<file path="src/spi_master_shifter_defines.svh">
// Assertion macros for the SPI master shifter.
`ifndef SPI_MASTER_SHIFTER_DEFINES_SVH
`define SPI_MASTER_SHIFTER_DEFINES_SVH

// Check that cons holds in the same cycle as ante
`define SPIMS_ASSERT_SAME(name, ante, cons) \
    name: assert property (@(posedge clk) disable iff (!rst_n) (ante) |-> (cons)) \
        else $error("spi_master_shifter: check failed");

// Check that cons holds in the cycle after ante
`define SPIMS_ASSERT_NEXT(name, ante, cons) \
    name: assert property (@(posedge clk) disable iff (!rst_n) (ante) |=> (cons)) \
        else $error("spi_master_shifter: check failed");

`endif

</file>
<file path="src/spims_pkg.sv">
`default_nettype none

package spims_pkg;

    // Transmit buffer depth and derived widths
    localparam int MAX_BYTES = 8;
    localparam int BUF_IDX_W = $clog2(MAX_BYTES);
    localparam int PTR_W     = $clog2(MAX_BYTES + 1);
    localparam int CNT_W     = 4;
    localparam int LINE_W    = 4;
    localparam int HP_W      = 8;
    localparam int MODE_W    = 2;
    localparam int BIT_IDX_W = 3;

    // Port widths
    localparam int IN_DATA_W  = 24;
    localparam int IN_USER_W  = 2;
    localparam int OUT_DATA_W = 24;
    localparam int CFG_IDX_W  = 1;
    localparam int CFG_DATA_W = 8;

    // Item kinds carried in tuser
    typedef enum logic [IN_USER_W-1:0] {
        KIND_TICK  = 2'd0,
        KIND_PUSH  = 2'd1,
        KIND_START = 2'd2
    } kind_t;

    // Configuration register indexes
    localparam logic [CFG_IDX_W-1:0] CFG_SPI_MODE    = 1'b0;
    localparam logic [CFG_IDX_W-1:0] CFG_HALF_PERIOD = 1'b1;

    // Input word, last field in the lowest bits
    typedef struct packed {
        logic [6:0]        pad;
        logic              miso;
        logic [LINE_W-1:0] select_id;
        logic [CNT_W-1:0]  byte_count;
        logic [7:0]        tx_byte;
    } in_word_t;

    // Result word, last field in the lowest bits
    typedef struct packed {
        logic [5:0]        pad;
        logic              error;
        logic              busy_res;
        logic              rx_valid;
        logic [7:0]        rx_byte;
        logic [LINE_W-1:0] cs_line;
        logic              cs_active;
        logic              mosi;
        logic              sclk;
    } out_word_t;

endpackage

`default_nettype wire

</file>
<file path="src/spi_master_shifter.sv">
// Channel   Direction  Accept when                    Payload
// s_axis    in         s_axis_tvalid & s_axis_tready  tdata: tx_byte, byte_count, select_id,
//                                                     miso; tuser: kind
// m_axis    out        m_axis_tvalid & m_axis_tready  tdata: pin levels, rx byte, status;
//                                                     tlast: rx_last
// cfg       in         cfg_we                         cfg_index, cfg_data
//
// The transfer state is updated in one pass between the state registers and the result
// register, so a word is accepted on every cycle unless m_axis stalls the result register.
// One result word per input word, in the result register from the cycle after acceptance.
// s_axis_tready drops only while the result register holds a word that m_axis stalls.
// rst_n clears all control state; the transmit buffer is not cleared.
`default_nettype none

`include "spi_master_shifter_defines.svh"

module spi_master_shifter
(
    input  wire logic                              clk,
    input  wire logic                              rst_n,
    input  wire logic                              s_axis_tvalid,
    output logic                                   s_axis_tready,
    // [7:0] tx_byte, [11:8] byte_count, [15:12] select_id, [16] miso, [23:17] zero
    input  wire logic [spims_pkg::IN_DATA_W-1:0]   s_axis_tdata,
    // [1:0] kind
    input  wire logic [spims_pkg::IN_USER_W-1:0]   s_axis_tuser,
    output logic                                   m_axis_tvalid,
    input  wire logic                              m_axis_tready,
    // [0] sclk, [1] mosi, [2] cs_active, [6:3] cs_line, [14:7] rx_byte,
    // [15] rx_valid, [16] busy_res, [17] error, [23:18] zero
    output logic [spims_pkg::OUT_DATA_W-1:0]       m_axis_tdata,
    output logic                                   m_axis_tlast,
    input  wire logic                              cfg_we,
    input  wire logic [spims_pkg::CFG_IDX_W-1:0]   cfg_index,
    input  wire logic [spims_pkg::CFG_DATA_W-1:0]  cfg_data
);

    localparam int MAXB = spims_pkg::MAX_BYTES;
    localparam int IW   = spims_pkg::BUF_IDX_W;
    localparam int PW   = spims_pkg::PTR_W;
    localparam int CW   = spims_pkg::CNT_W;
    localparam int LW   = spims_pkg::LINE_W;
    localparam int HW   = spims_pkg::HP_W;
    localparam int BW   = spims_pkg::BIT_IDX_W;

    spims_pkg::in_word_t  in_word;
    spims_pkg::out_word_t out_word;
    spims_pkg::out_word_t out_reg;
    spims_pkg::out_word_t m_word;

    logic           s_fire;
    logic           out_valid_reg;
    logic           out_last_reg;

    // Transfer state
    logic [7:0]     tx_buf_reg [MAXB];
    logic [PW-1:0]  load_ptr_reg,    load_ptr_next;
    logic [7:0]     rx_shift_reg,    rx_shift_next;
    logic [CW-1:0]  byte_idx_reg,    byte_idx_next;
    logic [BW-1:0]  bit_idx_reg,     bit_idx_next;
    logic           half_phase_reg,  half_phase_next;
    logic [HW-1:0]  tick_cnt_reg,    tick_cnt_next;
    logic [CW-1:0]  total_bytes_reg, total_bytes_next;
    logic [LW-1:0]  active_line_reg, active_line_next;
    logic           running_reg,     running_next;
    logic           clock_reg,       clock_next;
    logic           data_reg;
    logic [spims_pkg::MODE_W-1:0] spi_mode_reg;
    logic [HW-1:0]  half_period_reg;

    // Per-word decode
    logic           cpol;
    logic           cpha;
    logic [HW-1:0]  hp_eff;
    logic [HW:0]    tick_sum;
    logic           buf_we;
    logic           rx_valid;
    logic           rx_last;
    logic [7:0]     rx_byte;
    logic           error;
    logic [CW-1:0]  byte_adv;
    logic           begin_bit;
    logic [CW-1:0]  bb_byte;
    logic [BW-1:0]  bb_bit;
    logic           run_span_ok;

    assign in_word       = spims_pkg::in_word_t'(s_axis_tdata);
    assign s_axis_tready = !out_valid_reg || m_axis_tready;
    assign s_fire        = s_axis_tvalid && s_axis_tready;
    assign cpol          = spi_mode_reg[1];
    assign cpha          = spi_mode_reg[0];
    assign hp_eff        = (half_period_reg == '0) ? HW'(1) : half_period_reg;
    assign tick_sum      = {1'b0, tick_cnt_reg} + (HW+1)'(1);
    assign byte_adv      = byte_idx_reg + CW'(1);

    // Next transfer state for the word at the input
    always_comb
    begin
        load_ptr_next    = load_ptr_reg;
        rx_shift_next    = rx_shift_reg;
        byte_idx_next    = byte_idx_reg;
        bit_idx_next     = bit_idx_reg;
        half_phase_next  = half_phase_reg;
        tick_cnt_next    = tick_cnt_reg;
        total_bytes_next = total_bytes_reg;
        active_line_next = active_line_reg;
        running_next     = running_reg;
        clock_next       = clock_reg;
        buf_we           = 1'b0;
        rx_valid         = 1'b0;
        rx_last          = 1'b0;
        rx_byte          = '0;
        error            = 1'b0;
        begin_bit        = 1'b0;
        bb_byte          = '0;
        bb_bit           = '0;

        case (s_axis_tuser)
            spims_pkg::KIND_PUSH:
            begin
                if (running_reg || load_ptr_reg >= PW'(MAXB))
                begin
                    error = 1'b1;
                end
                else
                begin
                    buf_we        = 1'b1;
                    load_ptr_next = load_ptr_reg + PW'(1);
                end
            end
            spims_pkg::KIND_START:
            begin
                if (running_reg || {1'b0, in_word.byte_count} > (CW+1)'(MAXB))
                begin
                    error = 1'b1;
                end
                else
                begin
                    load_ptr_next = '0;
                    if (in_word.byte_count != '0)
                    begin
                        running_next     = 1'b1;
                        total_bytes_next = in_word.byte_count;
                        active_line_next = in_word.select_id;
                        byte_idx_next    = '0;
                        bit_idx_next     = '0;
                        half_phase_next  = 1'b0;
                        tick_cnt_next    = '0;
                        rx_shift_next    = '0;
                        clock_next       = cpol;
                        begin_bit        = 1'b1;
                    end
                end
            end
            spims_pkg::KIND_TICK:
            begin
                if (running_reg)
                begin
                    tick_cnt_next = tick_sum[HW-1:0];
                    if (tick_sum >= {1'b0, hp_eff})
                    begin
                        tick_cnt_next = '0;
                        if (!half_phase_reg)
                        begin
                            // End of first half: sample MISO
                            clock_next    = cpha ? cpol : !cpol;
                            rx_shift_next = {rx_shift_reg[6:0], in_word.miso};
                            if (bit_idx_reg == BW'(7))
                            begin
                                rx_valid = 1'b1;
                                rx_byte  = rx_shift_next;
                                rx_last  = (byte_adv == total_bytes_reg);
                            end
                            half_phase_next = 1'b1;
                        end
                        else
                        begin
                            // End of second half: advance to the next bit or finish
                            half_phase_next = 1'b0;
                            if (!cpha)
                            begin
                                clock_next = cpol;
                            end
                            bit_idx_next = bit_idx_reg + BW'(1);
                            if (bit_idx_reg == BW'(7))
                            begin
                                byte_idx_next = byte_adv;
                            end
                            if (byte_idx_next >= total_bytes_reg)
                            begin
                                running_next     = 1'b0;
                                active_line_next = '0;
                                byte_idx_next    = '0;
                                bit_idx_next     = '0;
                                clock_next       = cpol;
                            end
                            else
                            begin
                                begin_bit = 1'b1;
                            end
                        end
                    end
                end
            end
            default:
            begin
            end
        endcase

        bb_byte = byte_idx_next;
        bb_bit  = bit_idx_next;
        if (begin_bit && cpha)
        begin
            clock_next = !cpol;
        end
        if (!running_next)
        begin
            clock_next = cpol;
        end
    end

    // Assemble the result word; MOSI comes from data_reg, which loads with it
    always_comb
    begin
        out_word           = '0;
        out_word.sclk      = clock_next;
        out_word.cs_active = running_next && (active_line_next != '0);
        out_word.cs_line   = active_line_next;
        out_word.rx_byte   = rx_byte;
        out_word.rx_valid  = rx_valid;
        out_word.busy_res  = running_next;
        out_word.error     = error;
    end

    // Write the transmit buffer
    always_ff @(posedge clk)
    begin
        if (s_fire && buf_we)
        begin
            tx_buf_reg[load_ptr_reg[IW-1:0]] <= in_word.tx_byte;
        end
    end

    // Hold transfer state and configuration
    always_ff @(posedge clk or negedge rst_n)
    begin
        if (!rst_n)
        begin
            load_ptr_reg    <= '0;
            rx_shift_reg    <= '0;
            byte_idx_reg    <= '0;
            bit_idx_reg     <= '0;
            half_phase_reg  <= 1'b0;
            tick_cnt_reg    <= '0;
            total_bytes_reg <= '0;
            active_line_reg <= '0;
            running_reg     <= 1'b0;
            clock_reg       <= 1'b0;
            data_reg        <= 1'b0;
            spi_mode_reg    <= '0;
            half_period_reg <= HW'(1);
        end
        else
        begin
            if (s_fire)
            begin
                load_ptr_reg    <= load_ptr_next;
                rx_shift_reg    <= rx_shift_next;
                byte_idx_reg    <= byte_idx_next;
                bit_idx_reg     <= bit_idx_next;
                half_phase_reg  <= half_phase_next;
                tick_cnt_reg    <= tick_cnt_next;
                total_bytes_reg <= total_bytes_next;
                active_line_reg <= active_line_next;
                running_reg     <= running_next;
                clock_reg       <= clock_next;
                // Drive MOSI from the buffer entry of the bit that begins
                if (begin_bit)
                begin
                    data_reg <= tx_buf_reg[bb_byte[IW-1:0]][BW'(7) - bb_bit];
                end
            end
            if (cfg_we)
            begin
                case (cfg_index)
                    spims_pkg::CFG_SPI_MODE:
                    begin
                        if (!running_reg)
                        begin
                            spi_mode_reg <= cfg_data[spims_pkg::MODE_W-1:0];
                        end
                    end
                    spims_pkg::CFG_HALF_PERIOD:
                    begin
                        half_period_reg <= cfg_data[HW-1:0];
                    end
                    default:
                    begin
                    end
                endcase
            end
        end
    end

    // Result register: load on accept, drop when taken
    always_ff @(posedge clk or negedge rst_n)
    begin
        if (!rst_n)
        begin
            out_valid_reg <= 1'b0;
        end
        else if (s_fire)
        begin
            out_valid_reg <= 1'b1;
        end
        else if (m_axis_tready)
        begin
            out_valid_reg <= 1'b0;
        end
    end

    always_ff @(posedge clk)
    begin
        if (s_fire)
        begin
            out_reg      <= out_word;
            out_last_reg <= rx_last;
        end
    end

    // Merge the MOSI level into the held result word
    always_comb
    begin
        m_word      = out_reg;
        m_word.mosi = data_reg;
    end

    assign m_axis_tvalid = out_valid_reg;
    assign m_axis_tdata  = m_word;
    assign m_axis_tlast  = out_last_reg;

    // Checks
    assign run_span_ok = (total_bytes_reg != '0) && (byte_idx_reg < total_bytes_reg);

    `SPIMS_ASSERT_SAME(idle_no_line, !running_reg, active_line_reg == '0)
    `SPIMS_ASSERT_SAME(run_in_range, running_reg, run_span_ok)
    `SPIMS_ASSERT_NEXT(accept_gives_result, s_fire, m_axis_tvalid)
    `SPIMS_ASSERT_SAME(last_needs_rx, m_axis_tvalid && m_axis_tlast, out_reg.rx_valid)

endmodule

`default_nettype wire

</file>
<file path="config.mk">
export PLATFORM = sky130hd
export DESIGN_NAME = spi_master_shifter
export DESIGN_NICKNAME = d
export VERILOG_FILES = /design/src/spims_pkg.sv /design/src/spi_master_shifter.sv
export VERILOG_INCLUDE_DIRS = /design/src /design/src/src
export SDC_FILE = /design/constraint.sdc
export NUM_CORES = 1
export LEC_CHECK = 0
export BUFFER_PORTS_ARGS = -buffer_cell sky130_fd_sc_hd__buf_2
export CELL_PAD_IN_SITES_DETAIL_PLACEMENT = 0
export CELL_PAD_IN_SITES_GLOBAL_PLACEMENT = 1
export CORE_UTILIZATION = 40
export DETAILED_ROUTE_END_ITERATION = 7
export PLACE_DENSITY = 0.8
export REMOVE_ABC_BUFFERS = 1
export SKIP_LAST_GASP = 1
export SYNTH_ARGS = -nofsm -noshare
export SYNTH_HDL_FRONTEND = slang
export SYNTH_SLANG_ARGS = --single-unit
</file>
<file path="constraint.sdc">
create_clock -name clk -period 10.8 [get_ports clk]
set_input_delay 1.08 -clock clk [delete_from_list [all_inputs] [get_ports clk]]
set_output_delay 1.08 -clock clk [all_outputs]
set_load 0.005 [all_outputs]
</file>
==> Flow_metrics.wiki <==
{| class="wikitable"
! Metric !! Value
|-
| Number of violations reported at the end of detailed-routing iteration 0 || 315
|-
| Clk sinks || 131
|-
| Highest-count cells in the layout ignoring fill and taps || sky130_fd_sc_hd__nand2_1, sky130_fd_sc_hd__edfxtp_1, sky130_fd_sc_hd__buf_2
|-
| Share of synthesized cell area in and, or, nand and nor gates || 13.3%
|-
| Worst Path Required || 11.09 ns
|-
| Commonest non-fill, non-tap cell in the layout || sky130_fd_sc_hd__nand2_1
|-
| Combinational Power Share || 13.4%
|-
| Via density per instance || 5.38
|-
| Xor/xnor cell area share of the yosys netlist || 1.96%
|-
| Cell types with the largest area share after synthesis || sky130_fd_sc_hd__edfxtp_1, sky130_fd_sc_hd__dfrtp_1, sky130_fd_sc_hd__nand2_1
|-
| Setup-failing EPs final || 0
|-
| Setup TNS || 0 ns
|-
| Worst ir drop on vdd || 0.000106 V
|-
| Worst-Margin Slew || 0.984 ns
|-
| Status || finished, final reports clean
|-
| Clock tree from TritonCTS || built
|-
| Relative area change from synthesis to final layout || 14.6%
|-
| Syn Area/Cell || 11.3 µm²
|-
| Clk Tree Root Cell || sky130_fd_sc_hd__clkbuf_16
|-
| Post-CTS setup buffers || 0
|-
| Worst max-slew margin expressed relative to the limit || 34.1%
|-
| Critical path endpoint category || flop
|-
| Relative contribution of the clock network to total power || 39.5%
|-
| Path class of the lowest-slack min-delay path || reg2reg
|-
| Number of nets in the finished design || 704
|-
| Placed cell count || 841
|-
| Combined global-route utilization of all metal layers || 18.0%
|-
| Final Max Slew Viols || 0
|-
| Arr. time, crit path || 4.87 ns
|-
| Effective utilization at floorplan || 41.5%
|-
| Last weighted congestion value of the routability-driven placer || 0.792
|-
| Total internal power || 0.000994 W
|-
| Top cell type's share of synthesized area || 36.8%
|-
| Count of yosys warnings during synthesis || 0
|-
| Number of antenna violations at the first check in global routing || 0
|-
| Layout cell share with drive strength beyond 1 || 18.9%
|-
| Synthesized-area fraction occupied by adder cells || 3.74%
|-
| Pin count of the biggest net entering global routing || 50
|-
| Clock Path Buffers || 2
|-
| Max-capacitance violation count || 0
|-
| DR WL/cell || 16.8 µm
|-
| First-pass GRT wire length || 23900 µm
|-
| Die outline area || 0.0172 mm²
|-
| Sequential area share after synthesis || 55.2%
|-
| Number of antenna cells inserted || 0
|-
| Total number of vias || 4693
|-
| Routed wire length || 14700 µm
|-
| Die extent in x || 131 µm
|-
| Switching Share || 27.6%
|-
| Antenna-violating nets left || 0
|-
| Worst-skew pair later-pin latency || 0.42 ns
|-
| Cell area after placement || 0.00711 mm²
|-
| Overflow after GRT || 0
|-
| Multiplexer area fraction after synthesis || 5.20%
|-
| Maximum clock frequency || 0.218 GHz
|-
| Quantity of gates resized following cts || 0
|-
| # port buffers || 53
|-
| Total half-perimeter wirelength after legalization and detailed placement || 10100 µm
|-
| Final cell count without fillers || 872
|-
| Crit Path Class || reg2reg
|-
| DIE HEIGHT || 131 µm
|-
| Floorplan row count || 46
|-
| Top cell type by total area after synthesis || sky130_fd_sc_hd__edfxtp_1
|-
| Leading register cell type out of synthesis || sky130_fd_sc_hd__edfxtp_1
|-
| Largest fanout on the critical path || 24
|-
| Startpoint kind of the worst setup timing path || flop
|-
| Final worst-path cycle share || 42.4%
|-
| Total of hold buffers inserted after clock tree synthesis || 0
|-
| First-pass detailed-route iteration total || 5
|-
| Core outline area || 0.0161 mm²
|-
| Synth Register Bits || 131
|-
| Max FFs per register || 64
|-
| Static Leakage || 3.10 nW
|-
| Post-route standard cell area excluding fillers || 0.00766 mm²
|-
| IO Count || 67
|-
| Via count of the first global-routing pass || 4561
|-
| Compound-cell area share of the yosys netlist || 16.2%
|-
| EDFF count, synth || 82
|-
| Syn Inst Count || 592
|-
| H-tree depth || 4
|-
| Fraction of power consumed by sequential logic || 47.0%
|-
| Unrepaired setup endpoints after global routing || false
|-
| Power density over the cells || 179 mW/mm²
|-
| Clock transition at the register clock pins on the worst setup and hold paths after CTS || 0.06 ns
|-
| Async S/R FF share, synth || 37.4%
|-
| Post-layout minimum cycle time || 4.58 ns
|-
| Combinational family with the most area after synthesis || compound AO/OA/AOI/OAI gates
|-
| Post-Synthesis Cell Area || 0.00669 mm²
|-
| Number of remaining DRC errors || 0
|-
| Filler Cell Count || 1458
|-
| Count of different cell masters after synthesis || 75
|-
| Hold Fails Final Rpt || 0
|-
| Cts bufs inserted || 17
|-
| Worst Clk Skew || 0.0120 ns
|-
| Switching pwr || 0.000380 W
|}
## power groups by stage
stage / Combinational [W] / Clock (W) / Sequential, W
final: 0.000185 / 0.000543 / 0.000646
after global routing: 0.000210 / 0.000573 / 0.000655
after CTS: 0.000188 / 0.000556 / 0.000646
after detailed placement: 0.000186 / 0 / 0.000655
after global placement: 0.000178 / 0 / 0.000652
after floorplan: 0.000131 / 0 / 0.000639
## synth_stat cells (3+ instances only)
| cell | count |
|---|---|
| sky130_fd_sc_hd__nand2_1 | 87 |
| sky130_fd_sc_hd__edfxtp_1 | 82 |
| sky130_fd_sc_hd__dfrtp_1 | 48 |
| sky130_fd_sc_hd__nor2_1 | 28 |
| sky130_fd_sc_hd__inv_1 | 27 |
| sky130_fd_sc_hd__o21ai_0 | 24 |
| sky130_fd_sc_hd__ha_1 | 20 |
| sky130_fd_sc_hd__nand3_1 | 20 |
| sky130_fd_sc_hd__o21ai_1 | 19 |
| sky130_fd_sc_hd__mux2_2 | 18 |
| sky130_fd_sc_hd__clkbuf_1 | 14 |
| sky130_fd_sc_hd__a21oi_1 | 13 |
| sky130_fd_sc_hd__and3_1 | 13 |
| sky130_fd_sc_hd__xnor2_1 | 12 |
| sky130_fd_sc_hd__and2_1 | 10 |
| sky130_fd_sc_hd__mux2i_1 | 10 |
| sky130_fd_sc_hd__buf_4 | 9 |
| sky130_fd_sc_hd__a211oi_1 | 8 |
| sky130_fd_sc_hd__a22o_1 | 8 |
| sky130_fd_sc_hd__o211ai_1 | 7 |
| sky130_fd_sc_hd__nor3_1 | 6 |
| sky130_fd_sc_hd__o2111a_1 | 6 |
| sky130_fd_sc_hd__a21o_1 | 4 |
| sky130_fd_sc_hd__a22oi_1 | 4 |
| sky130_fd_sc_hd__a31oi_1 | 4 |
| sky130_fd_sc_hd__buf_2 | 4 |
| sky130_fd_sc_hd__mux2_1 | 4 |
| sky130_fd_sc_hd__nand2b_1 | 4 |
| sky130_fd_sc_hd__o31ai_1 | 4 |
| sky130_fd_sc_hd__a211o_1 | 3 |
| sky130_fd_sc_hd__a311o_1 | 3 |
| sky130_fd_sc_hd__buf_6 | 3 |
| sky130_fd_sc_hd__nand4_1 | 3 |
| sky130_fd_sc_hd__nor3b_1 | 3 |
| sky130_fd_sc_hd__o2111ai_1 | 3 |
| sky130_fd_sc_hd__o21a_1 | 3 |
| sky130_fd_sc_hd__xor2_1 | 3 |
## metrics by stage
stage                     power (W)  setup slack [ns]  util, %  hold slack (ns)
after detailed placement   0.000841              6.25     44.1            0.489
after floorplan            0.000770              6.37        -            0.451
after global placement     0.000830              6.30     44.1            0.473
after global routing        0.00144              5.94     47.6            0.512
final                       0.00137              6.22     47.6            0.500
after CTS                   0.00139              6.23     47.6            0.506
## cells by family (layout without fill, tap and decap cells)
logic type               Yosys count  in the layout
other                              1              6
XOR/XNOR                          15             15
AND/OR/NAND/NOR                  190            190
adder cells (fa/ha/maj)           20             20
multiplexers                      32             32
buffers and inverters             60            119
flip-flops                       131            131
AO/OA/AOI/OAI                    143            143
## critical path, cell delays in order, from the launching register on
cell,delay [ns]
sky130_fd_sc_hd__dfrtp_1,0.44
sky130_fd_sc_hd__ha_1,0.34
sky130_fd_sc_hd__nand2_1,0.08
sky130_fd_sc_hd__or2_2,0.31
sky130_fd_sc_hd__xnor2_1,0.14
sky130_fd_sc_hd__ha_1,0.31
sky130_fd_sc_hd__and3_1,0.18
sky130_fd_sc_hd__a221o_1,0.44
sky130_fd_sc_hd__o21a_1,0.43
sky130_fd_sc_hd__o211ai_4,0.74
sky130_fd_sc_hd__mux2_1,0.40
sky130_fd_sc_hd__o211ai_1,0.17
sky130_fd_sc_hd__a31oi_1,0.12
sky130_fd_sc_hd__o221ai_1,0.25
sky130_fd_sc_hd__o211ai_2,0.11
## layout make-up
type | instances | area [µm²] | share of cell area [%]
sequential | 131 | 3690 | 48.1
inverter | 29 | 109 | 1.42
timing repair buffer | 59 | 310 | 4.05
multi-input combinational | 406 | 2730 | 35.6
tap | 216 | 270 | 3.53
clock inverter | 13 | 128 | 1.67
clock buffer | 18 | 429 | 5.60
## path summary, 6_finish.rpt
path,cells past startpoint,slack (ns),startpoint,endpoint
max,14,6.22,tick_cnt_reg[0]$_DFFE_PN0P_,data_reg$_DFFE_PN0P_
min,2,0.50,active_line_reg[0]$_DFFE_PN0P_,active_line_reg[0]$_DFFE_PN0P_
max reg2reg,14,6.22,tick_cnt_reg[0]$_DFFE_PN0P_,data_reg$_DFFE_PN0P_
min reg2reg,2,0.50,active_line_reg[0]$_DFFE_PN0P_,active_line_reg[0]$_DFFE_PN0P_
max in group asynchronous,2,9.59,rst_n,byte_idx_reg[0]$_DFFE_PN0P_
min in group asynchronous,2,0.77,rst_n,half_period_reg[3]$_DFFE_PN0P_
## routing by layer
metal	track usage [%]	vias up	share of wire, %
li1	-	2297	-
met1	22.1	2265	44
met2	29.8	123	50
met3	4.59	8	5.1
met4	8.01	0	0.70
met5	0	-	0
Note: power is estimated with default switching activity, not from simulation.
